--- config.mk ---
export PLATFORM = sky130hd
export DESIGN_NAME = ekep_div
export DESIGN_NICKNAME = d
export VERILOG_FILES = /design/src/rtl/elliptic_kepler_solver_assert.svh /design/src/rtl/ekep_pkg.sv /design/src/rtl/ekep_div.sv
export SDC_FILE = /design/constraint.sdc
export NUM_CORES = 1
export LEC_CHECK = 0
export ABC_CLOCK_PERIOD_IN_PS = 2800
export BUFFER_PORTS_ARGS = -buffer_cell sky130_fd_sc_hd__buf_2
export CORE_UTILIZATION = 50
export DETAILED_ROUTE_END_ITERATION = 8
export PLACE_DENSITY = 0.77
export SYNTH_ARGS = -nofsm -noshare
export SYNTH_HDL_FRONTEND = slang
export SYNTH_SLANG_ARGS = --single-unit
--- constraint.sdc ---
create_clock -name i_clk -period 2.8 [get_ports i_clk]
set_clock_uncertainty 0.2 [all_clocks]
set_input_delay 0.42 -clock i_clk [delete_from_list [all_inputs] [get_ports i_clk]]
set_output_delay 0.42 -clock i_clk [all_outputs]
set_load 0.05 [all_outputs]
--- src/rtl/elliptic_kepler_solver_assert.svh ---
// Assertion macros used by the solver top level.
`ifndef ELLIPTIC_KEPLER_SOLVER_ASSERT_SVH
`define ELLIPTIC_KEPLER_SOLVER_ASSERT_SVH

// Same-cycle implication, reset masked.
`define EKEP_ASSERT_NOW(lbl, clk, rstn, ante, cons, msg) \
    lbl: assert property (@(posedge clk) disable iff (!(rstn)) (ante) |-> (cons)) \
        else $error(msg);

// Next-cycle implication, reset masked.
`define EKEP_ASSERT_NEXT(lbl, clk, rstn, ante, cons, msg) \
    lbl: assert property (@(posedge clk) disable iff (!(rstn)) (ante) |=> (cons)) \
        else $error(msg);

`endif

--- src/rtl/ekep_pkg.sv ---
// Package: payload types, status codes, register indexes and constants.
`timescale 1ns / 1ps
package ekep_pkg;

    typedef struct packed {
        logic signed [31:0] mean_anomaly;
        logic        [31:0] eccentricity;
    } t_cmd;

    typedef enum logic [1:0] {
        ST_OK          = 2'd0,
        ST_INVALID_ECC = 2'd1,
        ST_FLAT_DERIV  = 2'd2,
        ST_NO_CONVERGE = 2'd3
    } t_status;

    typedef struct packed {
        logic signed [31:0] eccentric_anomaly;
        logic        [5:0]  iterations_used;
        t_status            status;
    } t_result;

    typedef enum logic [1:0] {
        REG_MAX_ITER  = 2'd0,
        REG_TOLERANCE = 2'd1,
        REG_DERIV_FLR = 2'd2
    } t_reg_index;

    localparam int CORDIC_STEPS = 30;
    localparam int XY_W = 34;
    localparam int Z_W = 35;
    localparam int DIV_W = 62;
    localparam int DVS_W = 34;

    localparam logic [5:0]  MAX_ITER_RST = 6'd20;
    localparam logic [15:0] TOL_RST = 16'd4;
    localparam logic [15:0] FLOOR_RST = 16'd1;

    localparam logic signed [33:0] PI_Q29 = 34'sd1686629713;
    localparam logic signed [34:0] PI_Q30 = 35'sd3373259426;
    localparam logic signed [34:0] HALF_PI_Q30 = 35'sd1686629713;
    localparam logic signed [33:0] CORDIC_GAIN_Q30 = 34'sd652032874;
    localparam logic signed [33:0] ONE_Q29 = 34'sd536870912;
    localparam logic [31:0] ECC_SWITCH = 32'd1717986919;

    function automatic logic [29:0] atan_q30(input logic [4:0] idx);
        logic [29:0] v;
        unique case (idx)
            5'd0:  v = 30'd843314857;
            5'd1:  v = 30'd497837829;
            5'd2:  v = 30'd263043837;
            5'd3:  v = 30'd133525159;
            5'd4:  v = 30'd67021687;
            5'd5:  v = 30'd33543516;
            5'd6:  v = 30'd16775851;
            5'd7:  v = 30'd8388437;
            5'd8:  v = 30'd4194283;
            5'd9:  v = 30'd2097149;
            default: v = 30'd1 << (5'd30 - idx);
        endcase
        return v;
    endfunction

endpackage

--- src/rtl/ekep_div.sv ---
// Restoring unsigned divider: one quotient bit per cycle.
`timescale 1ns / 1ps
module ekep_div (
    input  logic                         i_clk,
    input  logic                         i_rst_n,
    input  logic                         i_start,
    input  logic [ekep_pkg::DIV_W-1:0]   i_dividend,
    input  logic [ekep_pkg::DVS_W-1:0]   i_divisor,
    output logic                         o_done,
    output logic [ekep_pkg::DIV_W-1:0]   o_quot
);
    import ekep_pkg::*;

    logic             r_run, n_run;
    logic             r_done, n_done;
    logic [5:0]       r_cnt, n_cnt;
    logic [DVS_W:0]   r_rem, n_rem;
    logic [DIV_W-1:0] r_quo, n_quo;
    logic [DVS_W-1:0] r_dvs, n_dvs;
    logic [DVS_W:0]   trial;

    assign trial = {r_rem[DVS_W-1:0], r_quo[DIV_W-1]};

    always_comb begin
        n_run  = r_run;
        n_done = 1'b0;
        n_cnt  = r_cnt;
        n_rem  = r_rem;
        n_quo  = r_quo;
        n_dvs  = r_dvs;
        if (i_start) begin
            n_run = 1'b1;
            n_cnt = '0;
            n_rem = '0;
            n_quo = i_dividend;
            n_dvs = i_divisor;
        end else if (r_run) begin
            if (trial >= {1'b0, r_dvs}) begin
                n_rem = trial - {1'b0, r_dvs};
                n_quo = {r_quo[DIV_W-2:0], 1'b1};
            end else begin
                n_rem = trial;
                n_quo = {r_quo[DIV_W-2:0], 1'b0};
            end
            n_cnt = r_cnt + 6'd1;
            if (r_cnt == 6'(DIV_W - 1)) begin
                n_run  = 1'b0;
                n_done = 1'b1;
            end
        end
    end

    always_ff @(posedge i_clk) begin
        if (!i_rst_n) begin
            r_run  <= 1'b0;
            r_done <= 1'b0;
        end else begin
            r_run  <= n_run;
            r_done <= n_done;
        end
        r_cnt <= n_cnt;
        r_rem <= n_rem;
        r_quo <= n_quo;
        r_dvs <= n_dvs;
    end

    assign o_done = r_done;
    assign o_quot = r_quo;

endmodule

==> metrics.yaml <==
power_leakage_nw: 4.59
worstSetupEndpointType: "register"
std_cell_rows: 44
clock_path_buffers: 2
final_nets: 1122
setup_ws_ns: -0.0605
synth_async_sr_flop_share_pct: 0
io_pins: 162
ys_ff_latch: 138
status: "finished, violations left"
cp.arrival_ns: 2.97
hold_violations: 0
antenna_left: 0
avgViaCountPerCell: 5.68
violations: "DRC, setup timing"
grt_max_degree: 63
synth_area_um2: 7630
fin_crit_ns: 2.86
r2r-start: "r_dvs[8]$_DFFE_PP_"
grt_first_pass_wirelength_um: 32100
hold_path.class: "in2reg"
slew_violations: 0
detail_route.wl_per_cell_um: 17.9
worstHoldStart: "i_rst_n"
die_width_um: 126
grt_pass1_vias: 6621
synthToLayoutAreaGrowth_pct: 43.2
dr.pass1.iters: 7
cap_violations: 0
worstHoldEndpoint: "r_run$_SDFF_PN0_"
core-area_um2: 14700
cts_num_sinks: 138
power_density_nw_per_um2: 642
clkTransAtPathRegs_ns: 0.07
wl_met3_um: 1380
timing.fmax_mhz: 350
r2r-end: "r_rem[2]$_SDFFE_PP0P_"
pre_cts_slack_ns: -0.186
dieHeight_um: 126
relSlewSlack_pct: 69.0
stdcell_count: 1183
vias: 6714
syn-num-nets: 829
clk_latency_ns: 0.43
drive_above_1_share_pct: 46.7
period_share_pct: 102
hold_path_depth: 3
cts_tree: "done"
start_util_pct: 51.9
start_kind: "register"
cts_root_buffer: "clkbuf_16"
worst_pin_slew_ns: 0.465
drc: 4
h-tree-depth: 4
grt_usage_pct: 25.9
top_layer_used: "met5"
synth_flop_cell: "edfxtp_1"
r2r_setup_slack_ns: -0.06
setup_viol: 16
synth_area_leader_cell: "edfxtp_1"
cts_buffers: 17
ir_worst_vdd_uv: 505
wl_met2_um: 10800
gp_congestion: 0.915
rsz0062_at_grt: "true"
worstSetupPathType: "reg2reg"
yosysUniqueCellTypes: 69
dp_cells: 1089
synth.top_cells.by_area: "edfxtp_1 38%, dfxtp_1 11%, mux2_2 9.3%"
ys_warn_count: 0
synth_cells: 693
netlist.area_leader.share_pct: 37.8
syn_area_per_cell_um2: 11.0
r2r_cells: 11
grt_antenna_before_repair: 1
synth-seq-area-share_pct: 48.8
grt_overflow: 0
worstPathRequired_ns: 2.91
drtIter0Drc: 481
critPathMaxFanout: 5
num_antenna_cells: 0
drt-total-wl_um: 21200
yosysMostFrequentCell: "edfxtp_1"
io_buffers: 161
synthTopCellsByCount: "96 x edfxtp_1, 63 x mux2_2, 58 x nor2_1"
synth_edf_count: 96
hpwl_um: 13900
m1WireLength_um: 8600
dieArea_um2: 15800
worst max path at each step:
| stage | start | to | slack [ns] | cells past startpoint |
|---|---|---|---|---|
| 6_report | r_dvs[8]$_DFFE_PP_ | r_rem[2]$_SDFFE_PP0P_ | -0.06 | 11 |
| 5_1_grt | r_dvs[4]$_DFFE_PP_ | r_rem[23]$_SDFFE_PP0P_ | -0.18 | 12 |
| 2_1_floorplan | o_quot[61]$_DFFE_PP_ | r_rem[2]$_SDFFE_PP0P_ | -0.23 | 11 |
| 3_5_place_dp | r_dvs[8]$_DFFE_PP_ | r_rem[32]$_SDFFE_PP0P_ | -0.19 | 12 |
| 3_3_place_gp | r_dvs[8]$_DFFE_PP_ | r_rem[32]$_SDFFE_PP0P_ | -0.12 | 12 |
| 4_1_cts | r_dvs[1]$_DFFE_PP_ | r_rem[25]$_SDFFE_PP0P_ | -0.03 | 12 |
layout by cell type, fill, tap and decap left out, types with 7 or more instances in the layout:
master	netlist	layout
buf_2	6	160
edfxtp_1	96	96
buf_4	1	92
mux2_2	63	63
nor2_1	58	50
dfxtp_1	42	41
inv_1	43	35
nand2_1	42	34
dlygate4sd3_1	0	34
a21oi_1	40	33
o21ai_0	27	25
buf_6	3	21
a211oi_1	25	20
ha_1	36	20
clkbuf_16	0	17
mux2i_1	13	13
xnor2_1	13	12
ha_4	0	12
nand4_1	11	11
a21o_1	11	11
xor2_1	10	10
inv_2	0	8
nand3_1	7	7
o21bai_1	7	7
a311oi_1	9	7
inv_6	0	7
per-stage QoR:
step	area (µm²)	power [W]	TNS (ns)	utilization, %	hold slack, ns
CTS	10500	0.00682	-0.0304	71.7	0.0216
detailed placement	9230	0.00442	-3.09	62.8	0.288
finish	10900	0.00702	-0.430	74.3	0.0301
global placement	9230	0.00439	-1.81	62.8	0.268
floorplan	7680	0.00380	-4.26	-	0.254
global route	10900	0.00729	-3.45	74.3	0.0362
worst max-delay path, cell delays in order, from the launching register on:
cell	delay, ns
edfxtp_1	0.39
inv_2	0.09
ha_4	0.22
a21oi_4	0.20
o21ai_4	0.08
a221oi_4	0.30
a2111oi_4	0.13
buf_4	0.16
or3_4	0.46
mux2_4	0.33
mux2i_1	0.14
nor2_1	0.06
metal layers:
layer | global-route usage [%] | vias to the layer above
li1 | - | 3190
met1 | 30.3 | 3222
met2 | 46.1 | 259
met3 | 7.79 | 41
met4 | 6.74 | 2
met5 | 0 | -
cell families after synthesis:
family,count (synthesis),share of synthesized area [%]
and+or+nand+nor,170,11.0
buffers and inverters,81,4.43
muxes,77,11.1
AOI/OAI and AO/OA,167,15.8
DFF,138,48.8
adders and majority gates,37,6.16
xor gates and xnor gates,23,2.64
power breakdown:
| group | total [W] | internal, W | switching, W | leakage, nW |
|---|---|---|---|---|
| Clock | 0.00224 | 0.00126 | 0.000974 | 0.289 |
| Combinational | 0.00226 | 0.000974 | 0.00128 | 2.99 |
| Sequential | 0.00253 | 0.00240 | 0.000124 | 1.30 |
final cells by class:
class	instances	area, µm²
clock inverters	15	154
flip-flops and latches	138	3720
fillers	987	3770
repair buffers	310	2130
multi-input cells	476	4100
well taps	184	230
inverters	43	161
clock buffers	17	425
sequential cells by signal, summed over array words and instances, names as in the netlist:
name,cells
r_run,1
r_rem,34
o_quot,62
r_dvs,34
o_done,1
r_cnt,6
timing repair:
action	CTS	global route
endpoints found under the hold margin	34	0
gates resized for setup	44	73
gates cloned	2	0
setup buffers	15	11
endpoints found under the setup margin	33	35
hold buffers	34	0
pin swaps	25	45
Note: power is estimated with default switching activity, not from simulation.
