### src/rtl/elliptic_kepler_solver_assert.svh
// Assertion macros used by the solver top level.
`ifndef ELLIPTIC_KEPLER_SOLVER_ASSERT_SVH
`define ELLIPTIC_KEPLER_SOLVER_ASSERT_SVH

// Same-cycle implication, reset masked.
`define EKEP_ASSERT_NOW(lbl, clk, rstn, ante, cons, msg) \
    lbl: assert property (@(posedge clk) disable iff (!(rstn)) (ante) |-> (cons)) \
        else $error(msg);

// Next-cycle implication, reset masked.
`define EKEP_ASSERT_NEXT(lbl, clk, rstn, ante, cons, msg) \
    lbl: assert property (@(posedge clk) disable iff (!(rstn)) (ante) |=> (cons)) \
        else $error(msg);

`endif

### src/rtl/ekep_pkg.sv
// Package: payload types, status codes, register indexes and constants.
`timescale 1ns / 1ps
package ekep_pkg;

    typedef struct packed {
        logic signed [31:0] mean_anomaly;
        logic        [31:0] eccentricity;
    } t_cmd;

    typedef enum logic [1:0] {
        ST_OK          = 2'd0,
        ST_INVALID_ECC = 2'd1,
        ST_FLAT_DERIV  = 2'd2,
        ST_NO_CONVERGE = 2'd3
    } t_status;

    typedef struct packed {
        logic signed [31:0] eccentric_anomaly;
        logic        [5:0]  iterations_used;
        t_status            status;
    } t_result;

    typedef enum logic [1:0] {
        REG_MAX_ITER  = 2'd0,
        REG_TOLERANCE = 2'd1,
        REG_DERIV_FLR = 2'd2
    } t_reg_index;

    localparam int CORDIC_STEPS = 30;
    localparam int XY_W = 34;
    localparam int Z_W = 35;
    localparam int DIV_W = 62;
    localparam int DVS_W = 34;

    localparam logic [5:0]  MAX_ITER_RST = 6'd20;
    localparam logic [15:0] TOL_RST = 16'd4;
    localparam logic [15:0] FLOOR_RST = 16'd1;

    localparam logic signed [33:0] PI_Q29 = 34'sd1686629713;
    localparam logic signed [34:0] PI_Q30 = 35'sd3373259426;
    localparam logic signed [34:0] HALF_PI_Q30 = 35'sd1686629713;
    localparam logic signed [33:0] CORDIC_GAIN_Q30 = 34'sd652032874;
    localparam logic signed [33:0] ONE_Q29 = 34'sd536870912;
    localparam logic [31:0] ECC_SWITCH = 32'd1717986919;

    function automatic logic [29:0] atan_q30(input logic [4:0] idx);
        logic [29:0] v;
        unique case (idx)
            5'd0:  v = 30'd843314857;
            5'd1:  v = 30'd497837829;
            5'd2:  v = 30'd263043837;
            5'd3:  v = 30'd133525159;
            5'd4:  v = 30'd67021687;
            5'd5:  v = 30'd33543516;
            5'd6:  v = 30'd16775851;
            5'd7:  v = 30'd8388437;
            5'd8:  v = 30'd4194283;
            5'd9:  v = 30'd2097149;
            default: v = 30'd1 << (5'd30 - idx);
        endcase
        return v;
    endfunction

endpackage

### src/rtl/ekep_cordic.sv
// Iterative rotation CORDIC: one micro-rotation per cycle, sin and cos in Q4.30.
`timescale 1ns / 1ps
module ekep_cordic (
    input  logic                              i_clk,
    input  logic                              i_rst_n,
    input  logic                              i_start,
    input  logic signed [31:0]                i_angle,
    output logic                              o_done,
    output logic signed [ekep_pkg::XY_W-1:0]  o_cos,
    output logic signed [ekep_pkg::XY_W-1:0]  o_sin
);
    import ekep_pkg::*;

    logic                   r_run, n_run;
    logic                   r_done, n_done;
    logic [4:0]             r_idx, n_idx;
    logic                   r_neg, n_neg;
    logic signed [XY_W-1:0] r_x, n_x, r_y, n_y;
    logic signed [Z_W-1:0]  r_z, n_z;
    logic signed [Z_W-1:0]  z_in;
    logic signed [Z_W-1:0]  atan_ext;

    assign z_in = {{(Z_W-33){i_angle[31]}}, i_angle, 1'b0};
    assign atan_ext = $signed({{(Z_W-30){1'b0}}, atan_q30(r_idx)});

    always_comb begin
        n_run  = r_run;
        n_done = 1'b0;
        n_idx  = r_idx;
        n_neg  = r_neg;
        n_x    = r_x;
        n_y    = r_y;
        n_z    = r_z;
        if (i_start) begin
            n_run = 1'b1;
            n_idx = '0;
            n_x   = CORDIC_GAIN_Q30;
            n_y   = '0;
            if (z_in > HALF_PI_Q30) begin
                n_z   = z_in - PI_Q30;
                n_neg = 1'b1;
            end else if (z_in < -HALF_PI_Q30) begin
                n_z   = z_in + PI_Q30;
                n_neg = 1'b1;
            end else begin
                n_z   = z_in;
                n_neg = 1'b0;
            end
        end else if (r_run) begin
            if (r_z >= 0) begin
                n_x = r_x - (r_y >>> r_idx);
                n_y = r_y + (r_x >>> r_idx);
                n_z = r_z - atan_ext;
            end else begin
                n_x = r_x + (r_y >>> r_idx);
                n_y = r_y - (r_x >>> r_idx);
                n_z = r_z + atan_ext;
            end
            n_idx = r_idx + 5'd1;
            if (r_idx == 5'(CORDIC_STEPS - 1)) begin
                n_run  = 1'b0;
                n_done = 1'b1;
            end
        end
    end

    always_ff @(posedge i_clk) begin
        if (!i_rst_n) begin
            r_run  <= 1'b0;
            r_done <= 1'b0;
        end else begin
            r_run  <= n_run;
            r_done <= n_done;
        end
        r_idx <= n_idx;
        r_neg <= n_neg;
        r_x   <= n_x;
        r_y   <= n_y;
        r_z   <= n_z;
    end

    assign o_done = r_done;
    assign o_cos  = r_neg ? -r_x : r_x;
    assign o_sin  = r_neg ? -r_y : r_y;

endmodule

### config.mk
export PLATFORM = sky130hd
export DESIGN_NAME = ekep_cordic
export DESIGN_NICKNAME = d
export VERILOG_FILES = /design/src/rtl/elliptic_kepler_solver_assert.svh /design/src/rtl/ekep_pkg.sv /design/src/rtl/ekep_cordic.sv
export SDC_FILE = /design/constraint.sdc
export NUM_CORES = 1
export LEC_CHECK = 0
export BUFFER_PORTS_ARGS = -buffer_cell sky130_fd_sc_hd__buf_4
export CORE_MARGIN = 2
export CORE_UTILIZATION = 28
export DETAILED_ROUTE_END_ITERATION = 16
export PLACE_DENSITY = 0.52
export SETUP_SLACK_MARGIN = 0.3
export SLEW_MARGIN = 25
export SYNTH_ARGS = -nofsm -noshare
export SYNTH_HDL_FRONTEND = slang
export SYNTH_SLANG_ARGS = --single-unit
### constraint.sdc
create_clock -name i_clk -period 14.3 [get_ports i_clk]
set_input_delay 0.715 -clock i_clk [delete_from_list [all_inputs] [get_ports i_clk]]
set_output_delay 0.715 -clock i_clk [all_outputs]
set_load 0.1 [all_outputs]
==> results.md, run 1 <==
* Die Wd at 267 um
* CP endpoint kind: flop
* CTS buffer count at 9
* Fillcell total at 7,316
* Syn_nets at 2,599
* CP peak stage delay at 840 ps
* Diode count at 0
* Initial antenna violation count at 0
* Core ar. at 68,500 um^2
* R2r endpoint: r_y[33]$_SDFFE_PP0P_
* EDFF count, synth at 36
* Die ar. at 71,000 um^2
* Clk root buf: clkbuf_16
* Num Clock Sinks at 111
* Site Rows at 96
* First-pass GRT wire length at 108,000 um
* DIE HEIGHT at 267 um
* Yosys top cell by area: mux4_2
* Post-route DRC at 0
* DR vias at 18,700
* CP max FO at 67
* Worst setup margin at 6390 ps
* Cell variety after synth at 103
* CTS tree: built
* Layout cells sized above 1 at 13.2%
* FF-to-FF Start: r_idx[1]$_SDFFE_PP0P_
* Detailed Place HPWL at 52,700 um
* IO Port Bufs at 103
* Top cells by area, synth: mux4_2 9.2%, xnor2_1 8.6%, dfxtp_1 7.8%, ha_1 7.3%, edfxtp_1 5.6%
* Worst hold margin at 567 ps
* Reg2Reg Depth at 26
* Worst slew pin tran at 1020 ps
* Drt initial violations at 1,392
* Vias in the first global route at 18,300
* FFs w/ async S/R, synth at 0%
* WL final at 69,600 um
* Top FF cell, synth: dfxtp_1
* Hold endpoint: r_x[0]$_SDFFE_PP0P_
* Final Hold Fails at 0
* Setup Slack @ Placement at 6510 ps
* CTS max path bufs at 2
* Routed Antenna Nets at 0
* Fmax at 0.126 GHz
* Clock Latency Late Sink at 400 ps
* Wire length per cell at 21.2 um
* Most used cell, CP: a21oi_1
* Fin Setup TNS at 0 ps
* Starting density of the core at 28.2%
* Total gr overflow at 0
* Final Cycle Share at 55.3%
* Vias/cell at 5.71
* H-Tree Depth at 3
* Area growth from synthesis to final layout at 7.83%
* Hold_sp: r_x[0]$_SDFFE_PP0P_
* GPL Wtd Cong at 0.958
* Share of the synthesized area in the top cell type at 9.22%
* Cell at the slowest stage of the critical path: buf_4
* Buf/Inv on CP at 2
* Gr usage total at 19.3%
* Clock slew at reported path FFs at 80 ps
* Post-CTS Repair Setup Buffers at 0
* Crit path max-delay family: simple AND/OR/NAND/NOR gates
* Register area share after synthesis at 13.4%
* Synth Register Bits at 111
* Worst rel slew slack at 31.9%
* Ports at 104
* Worst Hold Path Cells at 2
* Resized cells post-CTS at 0
* Drt first pass iters at 6
* Worst clock skew at 9.06 ps
* Fin. max-slew vios at 0
* Startpoint Class: flop
* Max cap viols at 0
* Largest net degree at the start of global routing at 69
* Critical path class: flop to flop
* Mean post-synth cell area at 7.88 um^2
* Synthesized area at 19,300 um^2
* Crit path DAT at 8210 ps
* NumNets Final at 2,543
* Count leader, synth: nand2_1
* Hold Crit Class: flop to flop
* RSZ-0062 raised after global routing: false
* Min cycle time layout at 7910 ps
* CTS Hold Bufs at 0
* Most frequent cells after synthesis: 248 x nand2_1, 212 x nor2_1, 189 x xnor2_1
* Final setup violation count at 0
* CP required at 14,600 ps
* R2r setup slk at 6390 ps
* Cells after Synth at 2,448
* Ys Warns at 0
* Status: finished, final reports clean
## registers in the layout, summed over array words and instances, names as in the netlist
signal  count
o_done      1
r_neg       1
r_run       1
r_y        34
r_x        34
r_idx       5
r_z        35
## logic make-up (layout without fill, tap and decap cells)
logic type               Yosys count  in the layout  share of synthesized area [%]
AND/OR/NAND/NOR                  755            755                           18.9
multiplexers                     210            210                           17.4
flip-flops                       111            111                           13.4
buffers and inverters            264            213                           6.09
adder cells (fa/ha/maj)          116            116                           7.64
XOR/XNOR                         268            268                           12.2
AO/OA/AOI/OAI                    724            724                           24.4
## cell usage in the layout (no fill, tap or decap), types with 15 or more instances in the layout
master    count
ha_1        113
buf_4       133
nand2b_1     33
mux4_2       79
mux2i_1      93
nand2_1     248
o21bai_1     16
o21a_1       22
and2_1       16
or3_1        22
nor2_1      212
dfxtp_1      69
edfxtp_1     36
nor2b_1      24
or2_2        23
a211o_1      15
nand4_1      16
xnor2_1     189
nand3_1      45
mux2_2       19
o31ai_1      41
nor3_1       31
and3_1       21
inv_1        59
a31oi_1      34
o21ai_0     173
a211oi_1     30
a21o_1       69
xor2_1       79
a21oi_1     175
## per-layer routing
metal | share of wire [%] | GRT usage [%] | vias up | wire, um
li1 | - | - | 8930 | -
met1 | 44 | 24.6 | 9143 | 30300
met2 | 49 | 33.4 | 554 | 33800
met3 | 4.3 | 2.37 | 103 | 2980
met4 | 3.6 | 7.03 | 0 | 2490
met5 | 0 | 0 | - | 0
## through the flow
stage	instance area, um^2	cells	utilization [%]
2_1_floorplan	19300	2448	-
3_3_place_gp	20500	3262	29.9
3_5_place_dp	20500	3263	29.9
4_1_cts	20800	3279	30.4
5_1_grt	20800	3279	30.4
6_report	20800	3279	30.4
## area by class of cell
type | count | area, um^2 | area share, %
Timing Repair Buffer | 134 | 1000 | 4.82
Inverter | 63 | 241 | 1.16
Tap cell | 882 | 1100 | 5.30
Clock inverter | 6 | 82.6 | 0.397
Clock buffer | 10 | 239 | 1.15
Sequential cell | 111 | 2600 | 12.5
Multi-Input combinational cell | 2073 | 15500 | 74.7
## how the worst max path moves through the flow
stage,startpoint,endpoint,slack (ps),cells after the start
global placement,r_idx[1]$_SDFFE_PP0P_,r_y[33]$_SDFFE_PP0P_,6670,26
floorplan,r_idx[0]$_SDFFE_PP0P_,r_z[34]$_DFFE_PP_,8050,32
finish,r_idx[1]$_SDFFE_PP0P_,r_y[33]$_SDFFE_PP0P_,6390,26
CTS,r_idx[1]$_SDFFE_PP0P_,r_y[33]$_SDFFE_PP0P_,6470,25
detailed placement,r_idx[1]$_SDFFE_PP0P_,r_y[33]$_SDFFE_PP0P_,6510,25
global route,r_idx[1]$_SDFFE_PP0P_,r_y[33]$_SDFFE_PP0P_,5800,26
## worst reg2reg max path, cell delays in order, from the launching register on
cell      delay, ps
dfxtp_4         800
buf_4           850
mux4_2          490
mux4_1          570
nand2b_1        200
nand2_1         150
ha_1            190
nand3_1         140
or2_2           390
nand2b_1        210
nor2_1          340
a21oi_1         150
xor2_1          170
a21oi_1         100
ha_1            390
and3_1          250
o211a_1         180
inv_1            40
a211oi_1        330
o21ai_0         330
o31ai_1         370
nor2_1          110
a21oi_1         190
o21ai_0         120
and3_1          200
mux2_4          270
mux2_4          290
Power of run 1 is not shown: default switching activity piles up to over one toggle a cycle in this logic, so the estimate is an artifact.
==> run 2, diff against run 1 <==
==> constraint.sdc (replaced) <==
create_clock -name i_clk -period 7.7 [get_ports i_clk]
set_input_delay 0.385 -clock i_clk [delete_from_list [all_inputs] [get_ports i_clk]]
set_output_delay 0.385 -clock i_clk [all_outputs]
set_load 0.1 [all_outputs]
==> run 2 against run 1 <==
  * Sequential share of layout area is 0.12 points lower
  * Utilization is 0.30 points higher
  * Critical path depth stayed put
  * Clock-buffer cell count stayed put
  * Die area stayed put
  * Fmax is 13% higher
  * Clock skew is 1.3 ps lower
  * Cell count is 0.67% higher
  * Wire length is 1.6% higher
  * Via count is 0.42% higher
  * Register-to-register slack worse by 5700 ps
  * Hold slack worse by 300 ps
  * Critical endpoint unchanged
==> results.md, run 2 (synthesized netlist as in run 1, its figures left out) <==
* Commonest non-fill, non-tap cell in the layout: nand2_1 (unchanged)
* GRT met1 Usage at 24.9% (was 24.6%)
* Area growth from synthesis to final layout at 8.88% (was 7.83%)
* Pleak at 8.28 nW
* Num Clock Sinks at 111 (unchanged)
* Biggest register: r_z (unchanged)
* Startpoint Class: flop (unchanged)
* NumNets Final at 2,565 (was 2,543)
* GPL Wtd Cong at 0.989 (was 0.958)
* Ports at 104 (unchanged)
* FF-to-FF Start: r_idx[0]$_SDFFE_PP0P_ (was r_idx[1]$_SDFFE_PP0P_)
* Top Registers: r_z: 35 flops, r_x: 34 flops, r_y: 34 flops (unchanged)
* CP peak stage delay at 570 ps (was 840 ps)
* RSZ-0062 raised after global routing: true (was false)
* Final Total Pwr at 0.0109 W
* CTS buffer count at 9 (unchanged)
* Routed Antenna Nets at 0 (unchanged)
* Clock share of power at 4.9%
* Fillcell total at 7,297 (was 7,316)
* First-pass GRT wire length at 109,000 um (was 108,000 um)
* Vias/cell at 5.70 (was 5.71)
* Layer with the highest usage: met2 (unchanged)
* Power per cell area at 520 nW/um^2
* Diode count at 0 (unchanged)
* H-Tree Depth at 3 (unchanged)
* CTS tree: built (unchanged)
* CP max FO at 24 (was 67)
* Site Rows at 96 (unchanged)
* Gate power share at 82.8%
* CTS Hold Bufs at 0 (unchanged)
* Sw Pwr at 0.00631 W
* Critical path class: flop to flop (unchanged)
* Core ar. at 68,500 um^2 (unchanged)
* CP endpoint kind: flop (unchanged)
* Worst rel slew slack at 35.9% (was 31.9%)
* Max reg flops at 35 (unchanged)
* Cell at the slowest stage of the critical path: dfxtp_4 (was buf_4)
* Clock Latency Late Sink at 410 ps (was 400 ps)
* Worst clock skew at 7.78 ps (was 9.06 ps)
* CTS max path bufs at 2 (unchanged)
* Die Wd at 267 um (unchanged)
* Final Hold Fails at 0 (unchanged)
* Wire length per cell at 21.4 um (was 21.2 um)
* Starting density of the core at 28.2% (unchanged)
* Min cycle time layout at 7030 ps (was 7910 ps)
* CP required at 8000 ps (was 14,600 ps)
* Total gr overflow at 0 (unchanged)
* Grt met3 use at 1.89% (was 2.37%)
* Vias in the first global route at 18,100 (was 18,300)
* Initial antenna violation count at 0 (unchanged)
* Internal power at 0.00462 W
* Final Cycle Share at 91.3% (was 55.3%)
* Die ar. at 71,000 um^2 (unchanged)
* DR vias at 18,800 (was 18,700)
* Largest net degree at the start of global routing at 81 (was 69)
* Final setup violation count at 0 (unchanged)
* IO Port Bufs at 103 (unchanged)
* Crit path from: r_idx[0]$_SDFFE_PP0P_ (was r_idx[1]$_SDFFE_PP0P_)
* Sw Ratio at 57.7%
* VDD IR max at 343 uV
* Hold_sp: i_rst_n (was r_x[0]$_SDFFE_PP0P_)
* Met2 Track Usage GR at 34.2% (was 33.4%)
* Drt first pass iters at 6 (unchanged)
* Worst slew pin tran at 960 ps (was 1020 ps)
* Clock slew at reported path FFs at 80 ps (about the same)
* Buf/Inv on CP at 3 (was 2)
* Fin. max-slew vios at 0 (unchanged)
* Crit path max-delay family: multiplexers (was simple AND/OR/NAND/NOR gates)
* DIE HEIGHT at 267 um (unchanged)
* Hold Crit Class: primary input to flop (was flop to flop)
* Post-route DRC at 0 (unchanged)
* WL final at 70,700 um (was 69,600 um)
* Status: finished, final reports clean (unchanged)
* Detailed Place HPWL at 54,600 um (was 52,700 um)
* Crit path DAT at 7330 ps (was 8210 ps)
* Drt initial violations at 1,517 (was 1,392)
* Fin Setup TNS at 0 ps (unchanged)
* Fmax at 0.142 GHz (was 0.126 GHz)
* Most frequent cells in the layout: 248 x nand2_1, 210 x nor2_1, 189 x xnor2_1 (was 248 x nand2_1, 212 x nor2_1, 189 x xnor2_1)
* Gr usage total at 19.6% (was 19.3%)
* Layout cells sized above 1 at 14.1% (was 13.2%)
* Max cap viols at 0 (unchanged)
* Seq pwr share at 12.3%
* Clk root buf: clkbuf_16 (unchanged)
## run 2: worst reg2reg max path: cells and delay by family, from the launching register on
| kind | cells | cell delay (ps) |
|---|---|---|
| mux | 5 | 1920 |
| simple gates | 9 | 1870 |
| compound gates | 8 | 1580 |
| buf+inv | 3 | 600 |
| flops | 1 | 570 |
| fa+ha+maj | 1 | 380 |
## run 2: cell type report
| class | instances | area, um^2 | share of cell area (%) |
|---|---|---|---|
| timing repair buffer | 156 | 1210 | 5.75 |
| sequential | 111 | 2600 | 12.4 |
| multi-input combinational | 2073 | 15500 | 74.0 |
| inverter | 63 | 241 | 1.15 |
| tap | 882 | 1100 | 5.25 |
| clock inverter | 6 | 85.1 | 0.405 |
| clock buffer | 10 | 229 | 1.09 |
## run 2: worst paths after layout
kind / to / slack, ps / cells past startpoint
setup / recovery: r_y[33]$_SDFFE_PP0P_ / 670 / 26
hold reg to reg: r_x[0]$_SDFFE_PP0P_ / 600 / 2
setup reg to reg: r_y[33]$_SDFFE_PP0P_ / 670 / 26
hold / removal: o_done$_SDFF_PP0_ / 270 / 3
## run 2: layer usage
layer  vias up  share of wire [%]  routed length (um)
met5         -                  0                   0
met2       587                 49               34400
met1      9152                 43               30600
met3       107                4.2                2980
met4         0                3.9                2750
li1       8962                  -                   -
## run 2: repair_timing
| item | CTS | global route |
|---|---|---|
| buffers inserted | 0 | 1 |
| hold endpoints to repair | 0 | 0 |
| endpoints found under the setup margin | 0 | 4 |
| gates resized for setup | 0 | 4 |
## run 2: stage by stage
| step | std cells | utilization [%] | worst slack (ps) | hold slack [ps] | cell area (um^2) |
|---|---|---|---|---|---|
| CTS | 3300 | 30.6 | 689 | 229 | 21000 |
| detailed placement | 3284 | 30.2 | 735 | 584 | 20700 |
| finish | 3301 | 30.7 | 668 | 271 | 21000 |
| global placement | 3283 | 30.2 | 779 | 582 | 20700 |
| global route | 3301 | 30.7 | 194 | 252 | 21000 |
| floorplan | 2448 | - | 1450 | 489 | 19300 |
## run 2: power by group through the flow
stage	Clock [W]	Sequential (W)	Combinational, W
global route	0.000571	0.00138	0.00988
global placement	0	0.00134	0.00888
CTS	0.000563	0.00134	0.00902
detailed placement	0	0.00135	0.00897
floorplan	0	0.000999	0.00737
finish	0.000535	0.00134	0.00906
Power figures use the tool's default switching activity.
